$ cat src/sv/supply_voltage_averager_macros.svh
// Assertion helpers for the supply voltage averager.
// All checks are clocked on clk and disabled while rst_n is low.
`ifndef SUPPLY_VOLTAGE_AVERAGER_MACROS_SVH
`define SUPPLY_VOLTAGE_AVERAGER_MACROS_SVH

// Same-cycle implication.
`define SVA_CHECK_NOW(label, ante, cons) \
    label: assert property (@(posedge clk) disable iff (!rst_n) (ante) |-> (cons)) \
        else $error("supply_voltage_averager: check failed");

// Next-cycle implication.
`define SVA_CHECK_NEXT(label, ante, cons) \
    label: assert property (@(posedge clk) disable iff (!rst_n) (ante) |=> (cons)) \
        else $error("supply_voltage_averager: check failed");

`endif

$ cat src/sv/sva_pkg.sv
`timescale 1ns / 1ps
// ----------------------------------------------------------------------------
// sva_pkg
// Shared constants and types for the supply voltage averager.
// ----------------------------------------------------------------------------
package sva_pkg;

    localparam int ADC_BITS_DEF = 12;   // default converter resolution
    localparam int SAMPLE_W     = 12;   // sample field width
    localparam int VOLTS_W      = 11;   // volts field width
    localparam int POS_W        = 9;    // sample position counter width
    localparam int CFG_W        = 8;    // config register width

    localparam int VOLT_MUL = 100;
    localparam int VOLT_DIV = 272;
    localparam int VOLT_OFS = 86;
    localparam int VOLT_MAX = 2047;

    localparam logic [CFG_W-1:0] DISCARD_RST = 8'd50;
    localparam logic [CFG_W-1:0] AVERAGE_RST = 8'd100;

    // register index as decoded from paddr[2]
    localparam logic REG_DISCARD = 1'b0;
    localparam logic REG_AVERAGE = 1'b1;

    // divider status toward the sequencer
    typedef struct packed {
        logic busy;
        logic done;
    } div_stat_t;

endpackage

$ cat src/sv/sva_divider.sv
`timescale 1ns / 1ps
// ----------------------------------------------------------------------------
// sva_divider
// Restoring shift-subtract divider, one quotient bit per clock.
// ----------------------------------------------------------------------------
module sva_divider #(
    parameter int NUM_W = 22,
    parameter int DEN_W = 10
) (
    input  logic                clk,
    input  logic                rst_n,
    input  logic                start,
    input  logic [NUM_W-1:0]    dividend,
    input  logic [DEN_W-1:0]    divisor,
    output logic [NUM_W-1:0]    quotient,
    output sva_pkg::div_stat_t  stat
);

    localparam int CNT_W = $clog2(NUM_W + 1);

    logic [NUM_W-1:0] num_reg;     // dividend shifts out, quotient shifts in
    logic [DEN_W-1:0] rem_reg;
    logic [DEN_W-1:0] den_reg;
    logic [CNT_W-1:0] cnt_reg;
    logic             busy_reg;
    logic             done_reg;

    logic [DEN_W:0]   rem_sh;
    logic [DEN_W:0]   diff;
    logic             q_bit;

    always_comb
    begin
        rem_sh = {rem_reg, num_reg[NUM_W-1]};
        diff   = rem_sh - {1'b0, den_reg};
        q_bit  = (rem_sh >= {1'b0, den_reg});
    end

    always_ff @(posedge clk or negedge rst_n)
    begin
        if (!rst_n)
        begin
            busy_reg <= 1'b0;
            done_reg <= 1'b0;
            cnt_reg  <= '0;
        end
        else
        begin
            done_reg <= !start && busy_reg && (cnt_reg == CNT_W'(1));
            if (start)
            begin
                busy_reg <= 1'b1;
                cnt_reg  <= CNT_W'(NUM_W);
            end
            else if (busy_reg)
            begin
                cnt_reg <= cnt_reg - CNT_W'(1);
                if (cnt_reg == CNT_W'(1))
                    busy_reg <= 1'b0;
            end
        end
    end

    always_ff @(posedge clk)
    begin
        if (start)
        begin
            num_reg <= dividend;
            rem_reg <= '0;
            den_reg <= divisor;
        end
        else if (busy_reg)
        begin
            num_reg <= {num_reg[NUM_W-2:0], q_bit};
            rem_reg <= q_bit ? diff[DEN_W-1:0] : rem_sh[DEN_W-1:0];
        end
    end

    assign quotient  = num_reg;
    assign stat.busy = busy_reg;
    assign stat.done = done_reg;

endmodule

$ cat src/sv/supply_voltage_averager.sv
`timescale 1ns / 1ps
// ----------------------------------------------------------------------------
// supply_voltage_averager
// Cumulative moving average of converter samples, scaled to volts/100.
// ----------------------------------------------------------------------------
// One sample per transaction. A settling sample is dropped without leaving the
// idle state. An averaged sample goes through the multiply and the bit-serial
// divider that forms the running mean (NUM_W = ADC_BITS+10, 22 by default)
// before the next one can be taken. The last sample of a measurement then
// passes the volts scale (multiply by 100, reciprocal multiply, offset and
// clamp) and ST_FINISH, which loads its result into the output register.
// s_tready is low while a sample is in work.
// A pending result does not block the next sample; a second result waits in
// the final state until the first one is taken.
// ----------------------------------------------------------------------------

`include "supply_voltage_averager_macros.svh"

module supply_voltage_averager #(
    parameter int ADC_BITS = sva_pkg::ADC_BITS_DEF
) (
    input  logic        clk,
    input  logic        rst_n,
    // input stream
    input  logic        s_tvalid,
    output logic        s_tready,
    input  logic [15:0] s_tdata,    // [11:0] sample, [15:12] zero
    input  logic        s_tuser,    // [0] restart
    // output stream
    output logic        m_tvalid,
    input  logic        m_tready,
    output logic [15:0] m_tdata,    // [10:0] volts, [15:11] zero
    // config port
    input  logic        psel,
    input  logic        penable,
    input  logic        pwrite,
    input  logic [2:0]  paddr,
    input  logic [31:0] pwdata,
    output logic [31:0] prdata,
    output logic        pready
);

    localparam int POS_W = sva_pkg::POS_W;
    localparam int K_W   = POS_W + 1;
    localparam int NUM_W = ADC_BITS + POS_W + 1;
    localparam int PRD_W = ADC_BITS + POS_W;
    localparam int CFG_W = sva_pkg::CFG_W;
    localparam int VW    = sva_pkg::VOLTS_W;

    // floor(x/VOLT_DIV) as (x*RECIP_M) >> RECIP_SH, exact for any x below 2^X_W
    localparam int X_W      = ADC_BITS + $clog2(sva_pkg::VOLT_MUL);
    localparam int RECIP_SH = X_W + $clog2(sva_pkg::VOLT_DIV);
    localparam int RM_W     = X_W + 1;
    localparam int RP_W     = X_W + RM_W;
    localparam int Q_W      = RP_W - RECIP_SH;
    localparam logic [RM_W-1:0] RECIP_M =
        RM_W'(((64'd1 << RECIP_SH) + 64'(sva_pkg::VOLT_DIV - 1)) / 64'(sva_pkg::VOLT_DIV));

    typedef logic [ADC_BITS-1:0] adc_t;

    typedef enum logic [2:0] {
        ST_IDLE,
        ST_MUL,
        ST_DIV,
        ST_SCALE_MUL,
        ST_SCALE_DIV,
        ST_SCALE_OFS,
        ST_FINISH
    } state_t;

    // ------------------------------------------------------------------------
    // configuration
    // ------------------------------------------------------------------------
    logic [CFG_W-1:0] discard_reg;
    logic [CFG_W-1:0] average_reg;

    always_ff @(posedge clk or negedge rst_n)
    begin
        if (!rst_n)
        begin
            discard_reg <= sva_pkg::DISCARD_RST;
            average_reg <= sva_pkg::AVERAGE_RST;
        end
        else if (psel && penable && pwrite)
        begin
            if (paddr[2] == sva_pkg::REG_DISCARD)
                discard_reg <= pwdata[CFG_W-1:0];
            else
                average_reg <= pwdata[CFG_W-1:0];
        end
    end

    assign pready = 1'b1;
    assign prdata = (paddr[2] == sva_pkg::REG_AVERAGE) ? {24'd0, average_reg}
                                                       : {24'd0, discard_reg};

    // ------------------------------------------------------------------------
    // datapath
    // ------------------------------------------------------------------------
    state_t             state_reg;
    logic [POS_W-1:0]   pos_reg;
    adc_t               mean_reg;
    adc_t               sample_reg;
    logic [K_W-1:0]     k_reg;
    logic [NUM_W-1:0]   prod_reg;
    logic [Q_W-1:0]     scale_q_reg;
    logic [VW-1:0]      volts_reg;
    logic               start_reg;
    logic               m_valid_reg;
    logic [VW-1:0]      m_volts_reg;

    logic [NUM_W-1:0]   quotient;
    sva_pkg::div_stat_t div_stat;

    adc_t               smp_in;
    logic [POS_W-1:0]   pos_eff;
    adc_t               mean_eff;
    logic [K_W-1:0]     k_in;
    logic [CFG_W-1:0]   avg_eff;
    logic [POS_W-1:0]   mul_b;
    logic [PRD_W-1:0]   mul_out;
    logic [NUM_W-1:0]   mul_sum;
    logic [RP_W-1:0]    recip_prod;
    logic [NUM_W-1:0]   volts_sum;
    logic               accept;
    logic               out_free;
    logic               load_out;

    assign accept   = s_tvalid && s_tready;
    assign out_free = !m_valid_reg || m_tready;
    assign load_out = (state_reg == ST_FINISH) && out_free;

    always_comb
    begin
        smp_in   = adc_t'(s_tdata[sva_pkg::SAMPLE_W-1:0]);
        pos_eff  = s_tuser ? '0 : pos_reg;
        mean_eff = s_tuser ? '0 : mean_reg;
        k_in     = {1'b0, pos_eff} - {{(K_W-CFG_W){1'b0}}, discard_reg} + K_W'(1);
        avg_eff  = (average_reg == '0) ? CFG_W'(1) : average_reg;

        // shared multiplier: mean*(k-1) for the update, mean*100 for the scale
        mul_b    = (state_reg == ST_MUL) ? POS_W'(k_reg - K_W'(1))
                                         : POS_W'(sva_pkg::VOLT_MUL);
        mul_out  = PRD_W'(mean_reg) * PRD_W'(mul_b);
        mul_sum  = NUM_W'(mul_out)
                 + ((state_reg == ST_MUL) ? NUM_W'(sample_reg) : NUM_W'(0));

        recip_prod = RP_W'(prod_reg[X_W-1:0]) * RP_W'(RECIP_M);
        volts_sum  = NUM_W'(scale_q_reg) + NUM_W'(sva_pkg::VOLT_OFS);
    end

    sva_divider #(
        .NUM_W (NUM_W),
        .DEN_W (K_W)
    ) u_div (
        .clk      (clk),
        .rst_n    (rst_n),
        .start    (start_reg),
        .dividend (prod_reg),
        .divisor  (k_reg),
        .quotient (quotient),
        .stat     (div_stat)
    );

    always_ff @(posedge clk or negedge rst_n)
    begin
        if (!rst_n)
        begin
            state_reg   <= ST_IDLE;
            pos_reg     <= '0;
            mean_reg    <= '0;
            sample_reg  <= '0;
            k_reg       <= '0;
            prod_reg    <= '0;
            scale_q_reg <= '0;
            volts_reg   <= '0;
            start_reg   <= 1'b0;
            m_valid_reg <= 1'b0;
            m_volts_reg <= '0;
        end
        else
        begin
            start_reg <= (state_reg == ST_MUL);
            if (load_out)
                m_valid_reg <= 1'b1;
            else if (m_tready)
                m_valid_reg <= 1'b0;

            case (state_reg)
                ST_IDLE:
                begin
                    if (accept)
                    begin
                        mean_reg   <= mean_eff;
                        sample_reg <= smp_in;
                        if (pos_eff < {1'b0, discard_reg})
                        begin
                            // settling sample, dropped
                            pos_reg <= pos_eff + POS_W'(1);
                        end
                        else
                        begin
                            pos_reg   <= pos_eff;
                            k_reg     <= k_in;
                            state_reg <= ST_MUL;
                        end
                    end
                end
                ST_MUL:
                begin
                    prod_reg  <= mul_sum;
                    state_reg <= ST_DIV;
                end
                ST_DIV:
                begin
                    if (div_stat.done)
                    begin
                        mean_reg <= quotient[ADC_BITS-1:0];
                        if (k_reg >= {{(K_W-CFG_W){1'b0}}, avg_eff})
                            state_reg <= ST_SCALE_MUL;
                        else
                        begin
                            pos_reg   <= pos_reg + POS_W'(1);
                            state_reg <= ST_IDLE;
                        end
                    end
                end
                ST_SCALE_MUL:
                begin
                    prod_reg  <= mul_sum;
                    state_reg <= ST_SCALE_DIV;
                end
                ST_SCALE_DIV:
                begin
                    scale_q_reg <= recip_prod[RP_W-1:RECIP_SH];
                    state_reg   <= ST_SCALE_OFS;
                end
                ST_SCALE_OFS:
                begin
                    if (volts_sum > NUM_W'(sva_pkg::VOLT_MAX))
                        volts_reg <= VW'(sva_pkg::VOLT_MAX);
                    else
                        volts_reg <= volts_sum[VW-1:0];
                    state_reg <= ST_FINISH;
                end
                ST_FINISH:
                begin
                    if (out_free)
                    begin
                        m_volts_reg <= volts_reg;
                        pos_reg     <= '0;
                        mean_reg    <= '0;
                        state_reg   <= ST_IDLE;
                    end
                end
                default:
                begin
                    state_reg <= ST_IDLE;
                end
            endcase
        end
    end

    assign s_tready = (state_reg == ST_IDLE);
    assign m_tvalid = m_valid_reg;
    assign m_tdata  = {{(16-VW){1'b0}}, m_volts_reg};

    // ------------------------------------------------------------------------
    // assertions
    // ------------------------------------------------------------------------
    `SVA_CHECK_NOW(a_ready_div_idle, s_tready, !div_stat.busy)
    `SVA_CHECK_NOW(a_done_in_div, div_stat.done, (state_reg == ST_DIV))
    `SVA_CHECK_NEXT(a_finish_loads, (state_reg == ST_FINISH) && out_free, m_tvalid && s_tready)

endmodule

$ cat config.mk
export PLATFORM = sky130hd
export DESIGN_NAME = supply_voltage_averager
export DESIGN_NICKNAME = d
export VERILOG_FILES = /design/src/sv/sva_pkg.sv /design/src/sv/sva_divider.sv /design/src/sv/supply_voltage_averager.sv
export VERILOG_INCLUDE_DIRS = /design/src /design/src/sv
export SDC_FILE = /design/constraint.sdc
export NUM_CORES = 1
export LEC_CHECK = 0
export BUFFER_PORTS_ARGS = -buffer_cell sky130_fd_sc_hd__buf_2
export CAP_MARGIN = 20
export CELL_PAD_IN_SITES_DETAIL_PLACEMENT = 2
export CELL_PAD_IN_SITES_GLOBAL_PLACEMENT = 2
export CORE_UTILIZATION = 44
export DETAILED_ROUTE_END_ITERATION = 10
export HOLD_SLACK_MARGIN = 0.1
export PLACE_DENSITY = 0.88
export SYNTH_ARGS = -nofsm -noshare
export SYNTH_HDL_FRONTEND = slang
export SYNTH_HIERARCHICAL = 1
export SYNTH_SLANG_ARGS = --single-unit
$ cat constraint.sdc
create_clock -name clk -period 19.66 [get_ports clk]
set_clock_uncertainty 0.1 [all_clocks]
set_input_delay 2.949 -clock clk [delete_from_list [all_inputs] [get_ports clk]]
set_output_delay 2.949 -clock clk [all_outputs]
set_load 0.01 [all_outputs]
# After elaboration in Yosys (flattened, before gate mapping)
# Cells that the tools add are included.
# W data, S select, Z words.
# totals
inputBits	59
register_bits	168
wordCells	105
out_inout_bits	51
# classes
n_addsub	9
n_lt_le_gt_ge	4
n_eq_ne	13
n_mul	2
reduce_logical	23
n_bitwise	2
mux	33
# op_table
op	n
$mux W9	7
$mux W12	5
$mux W22	2
$pmux W12 S3	1
$mul A19 B16 Y35 const B	1
$pmux W9 S3	1
$add A21 B12 Y22	1
$mul A12 B9 Y21	1
$pmux W3 S7	1
$add A9 B1 Y9 const B	2
$mux W8	2
$add A11 B7 Y12 const B	1
$gt A12 B11 Y1 const B	1
$mux W3	4
$ge A11 B10 Y1	1
$mux W11	1
$add A10 B1 Y10 const B	1
$ge A10 B8 Y1	1
$mux W10	1
$mux W5	2
$reduce_and A5 Y1	2
$sub A10 B10 Y10	1
$sub A9 B8 Y10	1
$eq A3 B3 Y1 const B	3
other kinds (22)	42

# Depth between registers and ports, before layout
# logic_depth
ltp_word	6
depth_mapped	28
depth_no_buf	26

# Cells and area by module
# Netlist, hierarchy kept.
# by_module_without_submodules
module	seq_area_each_um2	area_each_um2	cells_per_inst	n_inst
supply_voltage_averager	2985.4	14542.7	1493	1
sva_divider	1336.3	2582.5	213	1

# Worst setup path after synthesis
# No wires, ideal clock.
# synth_path
path_kind	in2out
from	input port paddr[2]
to	output port prdata[5]
required_ns	16.611
n_path_buf	2
arrival_ns	3.619
path_stages	4
slack_ns	12.992
path_cell_list	clkbuf_1 -> clkbuf_1 -> nand2_1 -> o21ai_0
# synth_via
elab_chain_cells	1
# synth_rtl
element	line_no	rtl
start: declaration	supply_voltage_averager.sv:37	input logic [2:0] paddr,
$mux W8	supply_voltage_averager.sv:94	assign prdata = (paddr[2] == sva_pkg::REG_AVERAGE) ? {24'd0, average_reg}
end: declaration	supply_voltage_averager.sv:39	output logic [31:0] prdata,
# No other way between the ends.

# Worst setup path in the final report
# layout_path
from	register state_reg[2]
to	register prod_reg[14]
# layout_via
elab_chain_cells	4
elab_cells_between_ends	7
classes_between	add/sub (1); mul (1); eq/ne (2); mux (2); reduce/logical (1)
# layout_rtl
element	line_no	rtl
start: declaration	supply_voltage_averager.sv:100	state_t state_reg;
start signal: assignment	supply_voltage_averager.sv:169	state_reg <= ST_IDLE;
start signal: assignment	supply_voltage_averager.sv:205	state_reg <= ST_MUL;
start signal: assignment	supply_voltage_averager.sv:212	state_reg <= ST_DIV;
$eq A3 B1 Y1	supply_voltage_averager.sv:142, supply_voltage_averager.sv:146, supply_voltage_averager.sv:189	
$mux W9	supply_voltage_averager.sv:142	mul_b = (state_reg == ST_MUL) ? POS_W'(k_reg - K_W'(1))
$mul A12 B9 Y21	supply_voltage_averager.sv:144	mul_out = PRD_W'(mean_reg) * PRD_W'(mul_b);
$add A21 B12 Y22	supply_voltage_averager.sv:146	+ ((state_reg == ST_MUL) ? NUM_W'(sample_reg) : NUM_W'(0));
end signal: assignment	supply_voltage_averager.sv:211	prod_reg <= mul_sum;
end signal: assignment	supply_voltage_averager.sv:230	prod_reg <= mul_sum;
end: declaration	supply_voltage_averager.sv:105	logic [NUM_W-1:0] prod_reg;
# Parallel ways exist; a longest one is shown, timed or not.
# A chain may end at the register's enable or synchronous reset.

==> results by group <==
Run status
  • Status: complete, no violations

Logic synthesis
  • Avg Cell Area, Syn: 10.0 sq um
  • Number of synthesis warnings: 6
  • Mapped Cells: 1705
  • Mapped cell area: 17100 sq um

CTS
  • Clock buffer depth: 2
  • Post-CTS Setup Bufs: 0
  • Clk pin slew, worst setup/hold paths: 0.08 ns
  • Cts bufs inserted: 17
  • Post_cts resized: 0
  • H-tree depth: 4
  • CTS tree: built
  • Post-cts hold buffer count: 0
  • Clk_lat worst skew: 0.47 ns
  • Sink Count: 168
  • CTS root buf: clkbuf_16

STA
  • Setup tns final: 0 ns
  • Tcrit/Tclk final: 0.442
  • F_max: 0.115 GHz
  • Least-Margin Pin Slew: 1.17 ns
  • Worst slew margin relative to its limit: 0.216
  • RSZ-0062 raised after global routing: false
  • Min Tclk post-route: 8.68 ns
  • Hold Fails Final Rpt: 0
  • Final setup vio count: 0
  • Final slew viol count: 0

Drt
  • Met2 WL: 35900 microns
  • First-pass DRT Iterations: 5
  • DR DRC count: 0
  • M1 WL: 25200 microns
  • Final WL: 69900 microns
  • Avg WL per Cell: 31.0 microns
  • DR top layer: met4
  • Via count: 13900
  • Antenna viol nets, final: 0
  • Drt via density: 6.18
  • Initial DRC count: 939
  • Met3 WL post-DR: 3660 microns

Global route
  • Initial antenna violation count: 1
  • Number of global-route vias before repair: 16800
  • Gr usage total: 0.373
  • First-pass GRT wire length: 108000 microns
  • Largest net degree at the start of global routing: 77
  • Grt ovf: 0

Worst setup path
  • Kind of critical path: flop to flop
  • RR Startpoint: state_reg[2]
  • Reg2reg setup slack: 10.98 ns
  • Crit end category: flop
  • Worst path cell trace: clkinv_1 -> nand3_1 -> inv_1 -> nand2_1 -> nand2_1 -> fa_1 -> inv_1 -> fa_1 -> inv_1 -> fa_1 -> inv_1 -> fa_1 -> inv_1 -> fa_1 -> inv_1 -> ha_1 -> nand4_1 -> nor3_1 -> a41oi_1 -> a31oi_1 -> nor2_1 -> o21ai_0 -> xnor2_1 -> o21ai_0
  • CP Data Required Time: 19.89 ns
  • CP bufs+invs: 7
  • Slowest-stage cell, CP: nand2_1
  • Max FO, Critical Path: 18
  • Cell mode on critical path: inv_1
  • Critical path's top delay family: adder cells
  • CP peak stage delay: 0.64 ns
  • Crit path DAT: 8.91 ns
  • Critical Path Source Type: flop
  • Worst Setup SP: state_reg[2]

Floorplanning
  • Row count: 71
  • Die Y: 199 microns
  • Die width: 199 microns
  • Core ar.: 37900 sq um
  • Die ar.: 39700 sq um
  • Starting Density: 0.451
  • # IOs: 110

Layout
  • Fin nets: 2192
  • Layout Utilization: 0.483
  • P&R area growth vs syn: 7.08%
  • Fraction of layout cells with a size suffix above 1: 0.0912

Min path
  • Hold Crit Class: flop to flop
  • Worst hold start: prod_reg[21]

Place
  • # port buffers: 49
  • Final Wtd Congestion: 0.866
  • DP HPWL: 45600 microns

Job
  • Number of max-cap violations: 0
## layout make-up
type	instances	area (sq um)
Inverter	202	758
Tap cell	511	639
Fill cell	3888	19600
Clock inverter	14	148
Clock buffer	18	429
Multi-Input combinational cell	1280	11700
Sequential cell	168	4320
Antenna cell	1	2.50
Timing Repair Buffer	61	339
## metrics by stage
step	area (sq um)	std cells	hold slack, ns	setup slack [ns]
after floorplan	17200	1733	0.340	12.99
after global placement	17700	2220	0.358	12.09
after detailed placement	17700	2221	0.390	11.62
after CTS	18300	2253	0.415	11.13
after global routing	18300	2254	0.436	10.73
final	18300	2255	0.408	10.98
## layer usage
layer | track usage | vias to the layer above
li1 | - | 5720
met3 | 0.0771 | 350
met1 | 0.403 | 7206
met5 | 0 | -
met2 | 0.653 | 670
met4 | 0.264 | 0
## worst register-to-register path, cell delays in order (launching register included)
cell      delay, ns
dfrtp_1        0.59
clkinv_1       0.39
nand3_1        0.45
inv_1          0.40
nand2_1        0.64
nand2_1        0.22
fa_1           0.61
inv_1          0.09
fa_1           0.54
inv_1          0.06
fa_1           0.49
inv_1          0.06
fa_1           0.57
inv_1          0.08
fa_1           0.59
inv_1          0.09
ha_1           0.45
nand4_1        0.19
nor3_1         0.25
a41oi_1        0.17
a31oi_1        0.54
nor2_1         0.18
o21ai_0        0.32
xnor2_1        0.16
o21ai_0        0.32
## cells in the final DEF, fill, tap and decap left out, types with 46 or more instances in the layout
master	n
inv_1	201
a21oi_1	61
nor2_1	71
buf_2	49
and2_1	58
mux2_2	46
o21ai_0	86
nand2_1	183
dfrtp_1	119
ha_1	231
fa_1	172
## path summary, 6_finish.rpt
path / to / cells past startpoint
max in group asynchronous: start_reg / 2
min in group asynchronous: prod_reg[14] / 1
worst min-delay path: prod_reg[21] / 2
worst min register to register: prod_reg[21] / 2
worst max register to register: prod_reg[14] / 24
worst max-delay path: prod_reg[14] / 24
Power is left out: the tool's default activity adds up to more than one toggle a clock period on the data nets, which glitch-free logic cannot reach.
